$ cat config.mk
export PLATFORM = sky130hd
export DESIGN_NAME = miller_rabin_witness_test_core
export DESIGN_NICKNAME = d
export VERILOG_FILES = /design/src/sv/mrwt_pkg.sv /design/src/sv/miller_rabin_witness_test_core.sv
export SDC_FILE = /design/constraint.sdc
export NUM_CORES = 2
export LEC_CHECK = 0
export BUFFER_PORTS_ARGS = -buffer_cell sky130_fd_sc_hd__buf_2
export CORE_UTILIZATION = 45
export DETAILED_ROUTE_END_ITERATION = 12
export MAX_ROUTING_LAYER = met4
export PLACE_DENSITY_LB_ADDON = 0.2
export SYNTH_ARGS = -nofsm -noshare
export SYNTH_HDL_FRONTEND = slang
export SYNTH_SLANG_ARGS = --single-unit
$ cat constraint.sdc
create_clock -name clk -period 10 [get_ports clk]
set_input_delay 1.5 -clock clk [delete_from_list [all_inputs] [get_ports clk]]
set_output_delay 1.5 -clock clk [all_outputs]
set_load 0.05 [all_outputs]
$ cat src/sv/mrwt_pkg.sv
package mrwt_pkg;

  localparam int NumberWidthDefault = 63;

  typedef struct packed {
    logic [62:0] number;
    logic [62:0] base;
  } mrwt_req_t;

  typedef struct packed {
    logic composite;
    logic trivially_decided;
  } mrwt_rsp_t;

  typedef enum logic [3:0] {
    ST_IDLE,
    ST_SPLIT,
    ST_REDUCE,
    ST_POW_SEL,
    ST_MUL,
    ST_POW_NEXT,
    ST_SQ_CHECK,
    ST_DONE
  } mrwt_state_t;

  // which product the shared multiplier is computing
  typedef enum logic [1:0] {
    OP_ACC_TIMES_BASE,
    OP_BASE_SQUARE,
    OP_CUR_SQUARE
  } mrwt_op_t;

endpackage

$ cat src/sv/miller_rabin_witness_test_core.sv
// Miller-Rabin witness test core. Each request carries a number n and one
// witness base a; one response says whether this base proves n composite.
// n < 2, n == 2 and even n are answered with trivially_decided set, the
// response being valid the cycle after the request is taken. Otherwise the
// core splits n-1 into x*2^t, reduces the base with a restoring divider
// (one quotient bit per cycle), then runs square-and-multiply and up to t
// squarings on one bit-serial multiply-mod unit that consumes one
// multiplier bit per cycle. Each modular product has its own setup and
// writeback states, so the cost is set by the bit length of x, its number
// of set bits and t. One request is processed at a time. The response
// sits in an output register, and a new request is taken once the
// response has been taken.
module miller_rabin_witness_test_core
  import mrwt_pkg::*;
#(
  parameter int NUMBER_WIDTH = NumberWidthDefault
) (
  input  logic      clk,
  input  logic      rst,
  input  logic      in_valid,
  output logic      in_stall,
  input  mrwt_req_t in_data,
  output logic      out_valid,
  input  logic      out_stall,
  output mrwt_rsp_t out_data
);

  localparam int W  = NUMBER_WIDTH;
  localparam int CW = $clog2(W + 1);

  mrwt_state_t state, state_next;

  logic [W-1:0]  n_reg;
  logic [W-1:0]  base_reg;   // running base / remainder
  logic [W-1:0]  exp_reg;    // exponent being consumed
  logic [W-1:0]  x_reg;      // odd part of n-1
  logic [W-1:0]  acc;        // power accumulator
  logic [W-1:0]  cur;
  logic [W-1:0]  lst;
  logic [W-1:0]  divq;       // dividend shift for reduction
  logic [5:0]    t_reg;
  logic [5:0]    sq_left;
  logic [CW-1:0] bit_cnt;
  logic          a_zero;

  // multiply-mod unit
  mrwt_op_t      op;
  logic [W-1:0]  mp;   // multiplicand
  logic [W-1:0]  mq;   // multiplier, shifted msb first
  logic [W-1:0]  mr;   // partial result
  logic [W:0]    dbl, dbl_red, addp;
  logic [W-1:0]  mr_step;

  logic          resp_valid;
  mrwt_rsp_t     resp;

  assign in_stall  = (state != ST_IDLE) || resp_valid;
  assign out_valid = resp_valid;
  assign out_data  = resp;

  // one multiplier bit per cycle: r = 2r (+p) mod n
  always_comb begin
    dbl     = {mr, 1'b0};
    dbl_red = (dbl >= {1'b0, n_reg}) ? dbl - {1'b0, n_reg} : dbl;
    addp    = dbl_red + {1'b0, mp};
    if (mq[W-1]) begin
      mr_step = (addp >= {1'b0, n_reg}) ? W'(addp - {1'b0, n_reg}) : addp[W-1:0];
    end else begin
      mr_step = dbl_red[W-1:0];
    end
  end

  // restoring reduction step
  logic [W:0] rem_sh;
  always_comb begin
    rem_sh = {base_reg, divq[W-1]};
  end

  always_ff @(posedge clk) begin
    if (rst) begin
      state      <= ST_IDLE;
      resp_valid <= 1'b0;
    end else begin
      state <= state_next;
      if (resp_valid && !out_stall) resp_valid <= 1'b0;
      if (state == ST_DONE) resp_valid <= 1'b1;
      if (state == ST_IDLE && in_valid && !resp_valid) begin
        if (in_data.number[W-1:0] < W'(3) || !in_data.number[0]) begin
          resp_valid <= 1'b1;
        end
      end
    end
  end

  always_comb begin
    state_next = state;
    unique case (state)
      ST_IDLE: begin
        if (in_valid && !resp_valid) begin
          if (!(in_data.number[W-1:0] < W'(3) || !in_data.number[0]))
            state_next = ST_SPLIT;
        end
      end
      ST_SPLIT:    if (x_reg[0]) state_next = ST_REDUCE;
      ST_REDUCE:   if (bit_cnt == CW'(W)) state_next = ST_POW_SEL;
      ST_POW_SEL:  state_next = (exp_reg == '0) ? ST_SQ_CHECK : ST_MUL;
      ST_MUL:      if (bit_cnt == CW'(W)) state_next = ST_POW_NEXT;
      ST_POW_NEXT: begin
        if (op == OP_CUR_SQUARE) state_next = ST_SQ_CHECK;
        else if (op == OP_ACC_TIMES_BASE) state_next = ST_MUL;
        else state_next = ST_POW_SEL;
      end
      ST_SQ_CHECK: state_next = (sq_left == '0) ? ST_DONE : ST_MUL;
      ST_DONE:     state_next = ST_IDLE;
      default:     state_next = ST_IDLE;
    endcase
  end

  logic comp;

  always_ff @(posedge clk) begin
    unique case (state)
      ST_IDLE: begin
        if (in_valid && !resp_valid) begin
          n_reg    <= in_data.number[W-1:0];
          x_reg    <= in_data.number[W-1:0] - W'(1);
          divq     <= in_data.base[W-1:0];
          base_reg <= '0;
          t_reg    <= '0;
          bit_cnt  <= '0;
          comp     <= 1'b0;
          resp.composite         <= (in_data.number[W-1:0] != W'(2));
          resp.trivially_decided <= 1'b1;
        end
      end
      ST_SPLIT: begin
        if (!x_reg[0]) begin
          x_reg <= x_reg >> 1;
          t_reg <= t_reg + 6'd1;
        end
      end
      ST_REDUCE: begin
        if (bit_cnt != CW'(W)) begin
          base_reg <= (rem_sh >= {1'b0, n_reg}) ? W'(rem_sh - {1'b0, n_reg})
                                                : rem_sh[W-1:0];
          divq     <= divq << 1;
          bit_cnt  <= bit_cnt + CW'(1);
        end else begin
          a_zero  <= (base_reg == '0);
          exp_reg <= x_reg;
          acc     <= W'(1);
          sq_left <= t_reg;
        end
      end
      ST_POW_SEL: begin
        bit_cnt <= '0;
        mr      <= '0;
        if (exp_reg == '0) begin
          cur <= acc;
          lst <= acc;
        end else if (exp_reg[0]) begin
          op <= OP_ACC_TIMES_BASE; mp <= acc; mq <= base_reg;
        end else begin
          op <= OP_BASE_SQUARE; mp <= base_reg; mq <= base_reg;
        end
      end
      ST_MUL: begin
        if (bit_cnt != CW'(W)) begin
          mr      <= mr_step;
          mq      <= mq << 1;
          bit_cnt <= bit_cnt + CW'(1);
        end
      end
      ST_POW_NEXT: begin
        bit_cnt <= '0;
        unique case (op)
          OP_ACC_TIMES_BASE: begin
            acc <= mr; mr <= '0;
            op <= OP_BASE_SQUARE; mp <= base_reg; mq <= base_reg;
          end
          OP_BASE_SQUARE: begin
            base_reg <= mr; exp_reg <= exp_reg >> 1;
          end
          default: begin
            if (mr == W'(1) && lst != W'(1) && lst != n_reg - W'(1)) begin
              comp    <= 1'b1;
              sq_left <= '0;
            end else begin
              lst <= mr;
            end
            cur <= mr;
          end
        endcase
      end
      ST_SQ_CHECK: begin
        bit_cnt <= '0;
        mr      <= '0;
        if (sq_left != '0) begin
          op <= OP_CUR_SQUARE; mp <= cur; mq <= cur;
          sq_left <= sq_left - 6'd1;
        end
      end
      ST_DONE: begin
        resp.composite         <= !a_zero && (comp || cur != W'(1));
        resp.trivially_decided <= 1'b0;
      end
      default: ;
    endcase
  end

endmodule

Word-level counts from Yosys, hierarchy flattened
Index checks and enable logic that the tools add are counted.
Storage, ports and cells
  bits in registers: 722
  latch bits: 0
  bits in writable memories: 0
  memory bits (read-only): 0
  bits of input ports: 130
  output and inout port bits: 4
  logic and storage cells: 197
  memories kept: 0
Cells by class
  $add $sub $neg: 9
  multiply operators: 0
  div/mod/pow operators: 0
  magnitude comparators: 4
  eq/ne operators: 34
  shift operators: 0
  mux-type cells: 72
  bitwise logic cells: 1
  reductions and logical operators: 55
Operator list (number)
  $mux W63: 26
  $pmux W63 S2: 6
  $pmux W63 S3: 3
  $pmux W63 S4: 1
  $ge A64 B63 Y1: 3
  $logic_not A63 Y1: 2
  $ne A63 B1 Y1 const B: 2
  $sub A63 B1 Y63 const B: 2
  $sub A63 B63 Y63: 2
  $add A64 B63 Y64: 1
  $mux W64: 1
  $sub A64 B63 Y64: 1
  $eq A63 B1 Y1 const B: 1
  $lt A63 B2 Y1 const B: 1
  $ne A63 B2 Y1 const B: 1
  $ne A63 B63 Y1: 1
  $mux W6: 7
  $pmux W6 S3: 2
  $ne A2 B2 Y1 const B: 15
  $pmux W4 S7: 1
  $reduce_and A3 Y1: 7
  $mux W4: 5
  $eq A4 B3 Y1 const B: 4
  $reduce_and A4 Y1: 4
  31 further kinds: 76

Logic depth before layout (Yosys ltp)
  depth after elaboration: 8
  gate-level depth with buffers: 42
  depth with buffers taken out: 37

Worst setup path after synthesis
OpenSTA, ideal clock, no wires.
  path type: in2reg
  start point: in in_valid
  end point: reg base_reg[0], enable pin
  library setup time: 0.428 ns
  arrival: 9.697 ns
  required time: 9.572 ns
  slack: -0.125 ns
  cell stages on the path: 4
  path buffers: 0
  cells stage by stage: nor2b_1 -> nor2_1 -> nor4_1 -> nand2b_1
Between the ends
  word-level cells in the longest chain between the ends: 3
RTL lines
  start: declaration: line miller_rabin_witness_test_core.sv:20  | input logic in_valid,
  $logic_and A1 B1 Y1: line miller_rabin_witness_test_core.sv:124  | if (in_valid && !resp_valid) begin
  $ne A2 B1 Y1 (no line)
  $reduce_and A4 Y1 (no line)
  end signal: assignment: line miller_rabin_witness_test_core.sv:144  | base_reg <= (rem_sh >= {1'b0, n_reg}) ? W'(rem_sh - {1'b0, n_reg})
  end signal: assignment: line miller_rabin_witness_test_core.sv:182  | base_reg <= mr; exp_reg <= exp_reg >> 1;
  end: declaration: line miller_rabin_witness_test_core.sv:34  | logic [W-1:0] base_reg;
No other way between the ends.
A chain may end at the register's enable or synchronous reset.

Worst setup path in the final report
  start point: reg n_reg[28]
  end point: reg mr[62], data pin
Between the ends
  word-level cells in the longest chain between the ends: 8
  elaborated cells between the ends (all ways): 10
  those cells by class: 3 x add/sub; 2 x order compare; 5 x mux
RTL lines
  start: declaration: line miller_rabin_witness_test_core.sv:33  | logic [W-1:0] n_reg;
  start signal: assignment: line miller_rabin_witness_test_core.sv:125  | n_reg <= in_data.number[W-1:0];
  $sub A64 B63 Y64 / $ge A64 B63 Y1 (equally long branches): line miller_rabin_witness_test_core.sv:64  | dbl_red = (dbl >= {1'b0, n_reg}) ? dbl - {1'b0, n_reg} : dbl;
  $mux W64: line miller_rabin_witness_test_core.sv:64
  $add A64 B63 Y64: line miller_rabin_witness_test_core.sv:65  | addp = dbl_red + {1'b0, mp};
  $sub A63 B63 Y63 / $ge A64 B63 Y1 (equally long branches): line miller_rabin_witness_test_core.sv:67  | mr_step = (addp >= {1'b0, n_reg}) ? W'(addp - {1'b0, n_reg}) : addp[W-1:0];
  $mux W63: line miller_rabin_witness_test_core.sv:67
  $mux W63 (*): line miller_rabin_witness_test_core.sv:66  | if (mq[W-1]) begin
  $mux W63 (*): line miller_rabin_witness_test_core.sv:168  | if (bit_cnt != CW'(W)) begin
  $pmux W63 S3 (*): line miller_rabin_witness_test_core.sv:122  | unique case (state)
  end signal: assignment: line miller_rabin_witness_test_core.sv:169  | mr <= mr_step;
  end: declaration: line miller_rabin_witness_test_core.sv:50  | logic [W-1:0] mr;
Mark *: on every way between the ends. The rest lies on a longest branch, timed or not. The select of a mux whose other input is x is not followed.

==> flow_summary.toml <==
[sta]
timing_max_transition_violations_final = 0
fmaxAchievable_ghz = 0.106
post_route_setup_slack_ns = 0.531
setup_viol_count_final = 0
finalSetupTns_ns = 0
finalHoldWorstSlack_ns = 0.497
post-route-min-period_ns = 9.47
grt_setup_unrepaired = "no"
fin_crit_sh_pct = 94.7
finalClockSkew_ns = 0.0302
worst_slew_margin_rel_pct = 17.0
timing_hold_violations_final = 0
worst_margin_slew_ns = 1.24

[yosys]
postSynth.topFlopCell = "sky130_fd_sc_hd__edfxtp_1"
post_synth_and_or_nand_nor_area_fraction_pct = 17.5
synth_adder_area_share_pct = 6.71
synthArstFlopShare_pct = 0
synth_edf_count = 717
synth_compound_gate_area_share_pct = 18.0
postSynthNetCount = 5764
yosysWarnings = 0
synth_seq_area_share_pct = 43.7
synth_top_family_by_area = "compound AO/OA/AOI/OAI gates"
ys_ff_latch = 721
synthCells = 5371
synth_xor_xnor_area_share_pct = 6.85
syn-mean-instance-area_um2 = 9.21
netlist-cell-type-count = 86
synthesis.area_um2 = 49500
synth.area.mux_share_pct = 3.27

[die]
die-width_um = 334
core.rowCount = 121
fp.dieArea_um2 = 111000
die_h_um = 334
coreArea_um2 = 109000
ports_placed_on_the_boundary = 134
floorplan.initialDensity_pct = 45.4

[pwr]
finalPower_mw = 14.0
peakVddDrop_v = 0.000124
pwr-share-comb_pct = 48.1
power.share.switching_pct = 40.9
static_leakage_power_nw = 22.2
total_switching_power_mw = 5.71
power_report.internal_total_mw = 8.25
p_seq_share_pct = 28.4
total_power_density_per_cell_area_nw_per_um2 = 253
clkPwrFrac_pct = 23.5

[global_routing]
grt_pass1_wl_um = 269000
grt.met2_usage_pct = 48.1
grtUsageMet3_pct = 5.87
grt_start_max_net_pins = 114
met1_usage_pct = 47.6
grt_usage_pct = 33.5
first_global_vias = 40500
antenna_found_initial = 8
grt.busiest_layer = "met2"
grt_remaining_overflow = 0

[setup_path]
crit_top_cell = "sky130_fd_sc_hd__a21oi_1"
critical_path_peak_fanout = 9
critical_path.endpoint_type = "register"
worst-endpoint-required_ns = 10.43
worstReg2RegEnd = "mr[62]"
timing_worst_setup_path_type = "reg2reg"
timing.critical_path.slowest_cell_delay_ns = 0.50
critical_path.endpoint = "mr[62]"
timing.reg2reg.setup_slack_ns = 0.53
timing.critical_path.slowest_stage_cell = "sky130_fd_sc_hd__a2111oi_1"
timing.rr.start = "n_reg[28]"
setup.worst_path.start_class = "register"
first_element_of_the_critical_path = "n_reg[28]"
timing.reg2reg.worst_path_depth = 39
critPathArrivalTime_ns = 9.90

[finish]
layout.cells.most_common = "sky130_fd_sc_hd__nand2_1"
layout_common_cells = "sky130_fd_sc_hd__nand2_1 (883), sky130_fd_sc_hd__edfxtp_1 (717), sky130_fd_sc_hd__a21oi_1 (446)"
finalCoreUtilization_pct = 50.7
share_of_cells_above_drive_strength_1_pct = 8.53
area_growth_pct = 11.6
final_cells = 6973
layout.filler_cells = 10200
postLayoutCellArea_um2 = 55200
nNetsFinal = 5881

[clock_tree]
number_of_buffers_created_by_cts = 85
worstSkewPairLatency_ns = 0.68
cts.path.max_buffers = 3
cts.hold.buffers_added = 0
clock_tree_from_tritoncts = "built"
cts-root-buf = "sky130_fd_sc_hd__clkbuf_16"
clkTransAtPathRegs_ns = 0.06
ctsHtreeMaxLevel = 3
clock_sink_count = 721

[routing]
routed_wire_length_per_instance_um = 26.6
wirelength_um = 185000
drc = 0
num_vias = 43400
post_drt_via_cell_ratio = 6.22
ant_nets = 0
detailedRoute.firstPassIterationCount = 11
detailedRoute.firstIterationViolations = 5107

[place]
placedCellCount = 6814
place_hpwl_um = 143000
finalWeightedCongestion = 1.03
dp_slack_ns = 0.271
place.port_buffers = 133
placed_area_um2 = 52300

[job]
max_cap_violations = 0

[min_path]
worstHoldPathType = "reg2reg"

[status]
status = "finished clean"
kinds of logic after synthesis:
| logic type | after synthesis |
|---|---|
| buffers and inverters | 525 |
| AOI/OAI and AO/OA | 1434 |
| DFF | 721 |
| adders and majority gates | 263 |
| and+or+nand+nor | 1880 |
| xor gates and xnor gates | 387 |
| muxes | 161 |
per-layer routing:
metal / wire length, um / up-vias
met1: 80700 / 20900
met5: 0 / -
met2: 79100 / 2105
met3: 19200 / 247
li1: - / 20100
met4: 6250 / 0
power groups by stage:
stage / combinational (mW) / clock [mW] / sequential, mW
after floorplan: 4.54 / 0 / 3.92
after global placement: 6.53 / 0 / 4.01
after detailed placement: 6.52 / 0 / 4.02
after CTS: 6.57 / 3.30 / 3.95
after global routing: 7.28 / 3.40 / 3.98
final: 6.72 / 3.28 / 3.97
how the worst min path moves through the flow:
stage / cells past startpoint / start / slack [ns] / endpoint
after floorplan: 2 / divq[9] / 0.48 / divq[10]
after global placement: 2 / divq[45] / 0.49 / divq[46]
after detailed placement: 2 / divq[23] / 0.50 / divq[24]
after CTS: 2 / divq[23] / 0.51 / divq[24]
after global routing: 2 / divq[31] / 0.53 / divq[32]
final: 2 / divq[4] / 0.50 / divq[5]
timing repair:
item                       CTS  global route
setup endpoints to repair    0            60
gates resized for setup      0             7
setup buffers                0             1
layout make-up:
cell class,instances,area [um^2],share of cell area (%)
diodes,3,7.51,0.0136
flip-flops and latches,721,21600,39.2
clock inverters,58,672,1.22
multi-input cells,4125,26100,47.2
inverters,272,1030,1.86
repair buffers,283,1850,3.36
well taps,1414,1770,3.20
clock buffers,97,2190,3.97
critical path, delay by kind of cell, from the launching register on:
| family | cells | cell delay [ns] |
|---|---|---|
| buffers and inverters | 6 | 1.19 |
| adder cells (fa/ha/maj) | 3 | 1.26 |
| XOR/XNOR | 1 | 0.26 |
| AND/OR/NAND/NOR | 2 | 0.19 |
| flip-flops | 1 | 0.49 |
| AO/OA/AOI/OAI | 27 | 5.84 |
synthesized netlist by cell type (8+ instances only):
cell type / count / area [um^2]
sky130_fd_sc_hd__a41o_1: 8 / 80.1
sky130_fd_sc_hd__o31ai_1: 12 / 90.1
sky130_fd_sc_hd__a41oi_1: 11 / 96.3
sky130_fd_sc_hd__edfxtp_1: 717 / 21500
sky130_fd_sc_hd__a21boi_0: 11 / 82.6
sky130_fd_sc_hd__xor2_1: 135 / 1180
sky130_fd_sc_hd__nor3b_1: 11 / 82.6
sky130_fd_sc_hd__ha_1: 259 / 3240
sky130_fd_sc_hd__buf_2: 14 / 70.1
sky130_fd_sc_hd__nand4_1: 83 / 519
sky130_fd_sc_hd__mux2i_1: 158 / 1580
sky130_fd_sc_hd__o31a_1: 11 / 96.3
sky130_fd_sc_hd__o21a_1: 34 / 255
sky130_fd_sc_hd__a221oi_1: 11 / 96.3
sky130_fd_sc_hd__or3_1: 24 / 150
sky130_fd_sc_hd__o21ai_1: 73 / 365
sky130_fd_sc_hd__or4_1: 15 / 113
sky130_fd_sc_hd__a211oi_1: 46 / 345
sky130_fd_sc_hd__or2_2: 16 / 100
sky130_fd_sc_hd__clkbuf_1: 225 / 845
sky130_fd_sc_hd__nand3_1: 152 / 761
sky130_fd_sc_hd__nand2_1: 885 / 3320
sky130_fd_sc_hd__and2_1: 28 / 175
sky130_fd_sc_hd__inv_1: 268 / 1010
sky130_fd_sc_hd__nand2b_1: 41 / 257
sky130_fd_sc_hd__buf_1: 13 / 48.8
sky130_fd_sc_hd__a222oi_1: 62 / 621
sky130_fd_sc_hd__a21oi_1: 446 / 2230
sky130_fd_sc_hd__nor2b_1: 32 / 200
sky130_fd_sc_hd__nor3_1: 102 / 510
sky130_fd_sc_hd__o21ai_0: 349 / 1750
sky130_fd_sc_hd__and4_1: 8 / 70.1
sky130_fd_sc_hd__a21o_1: 123 / 923
sky130_fd_sc_hd__o22ai_1: 9 / 56.3
sky130_fd_sc_hd__nor4_1: 129 / 807
sky130_fd_sc_hd__o211ai_1: 29 / 218
sky130_fd_sc_hd__nand3b_1: 9 / 67.6
sky130_fd_sc_hd__a31oi_1: 55 / 344
sky130_fd_sc_hd__xnor2_1: 252 / 2210
sky130_fd_sc_hd__a2111oi_0: 9 / 78.8
sky130_fd_sc_hd__and3_1: 39 / 244
sky130_fd_sc_hd__o21bai_1: 52 / 390
sky130_fd_sc_hd__nor2_1: 287 / 1080
(Power assumes the default switching activity.)
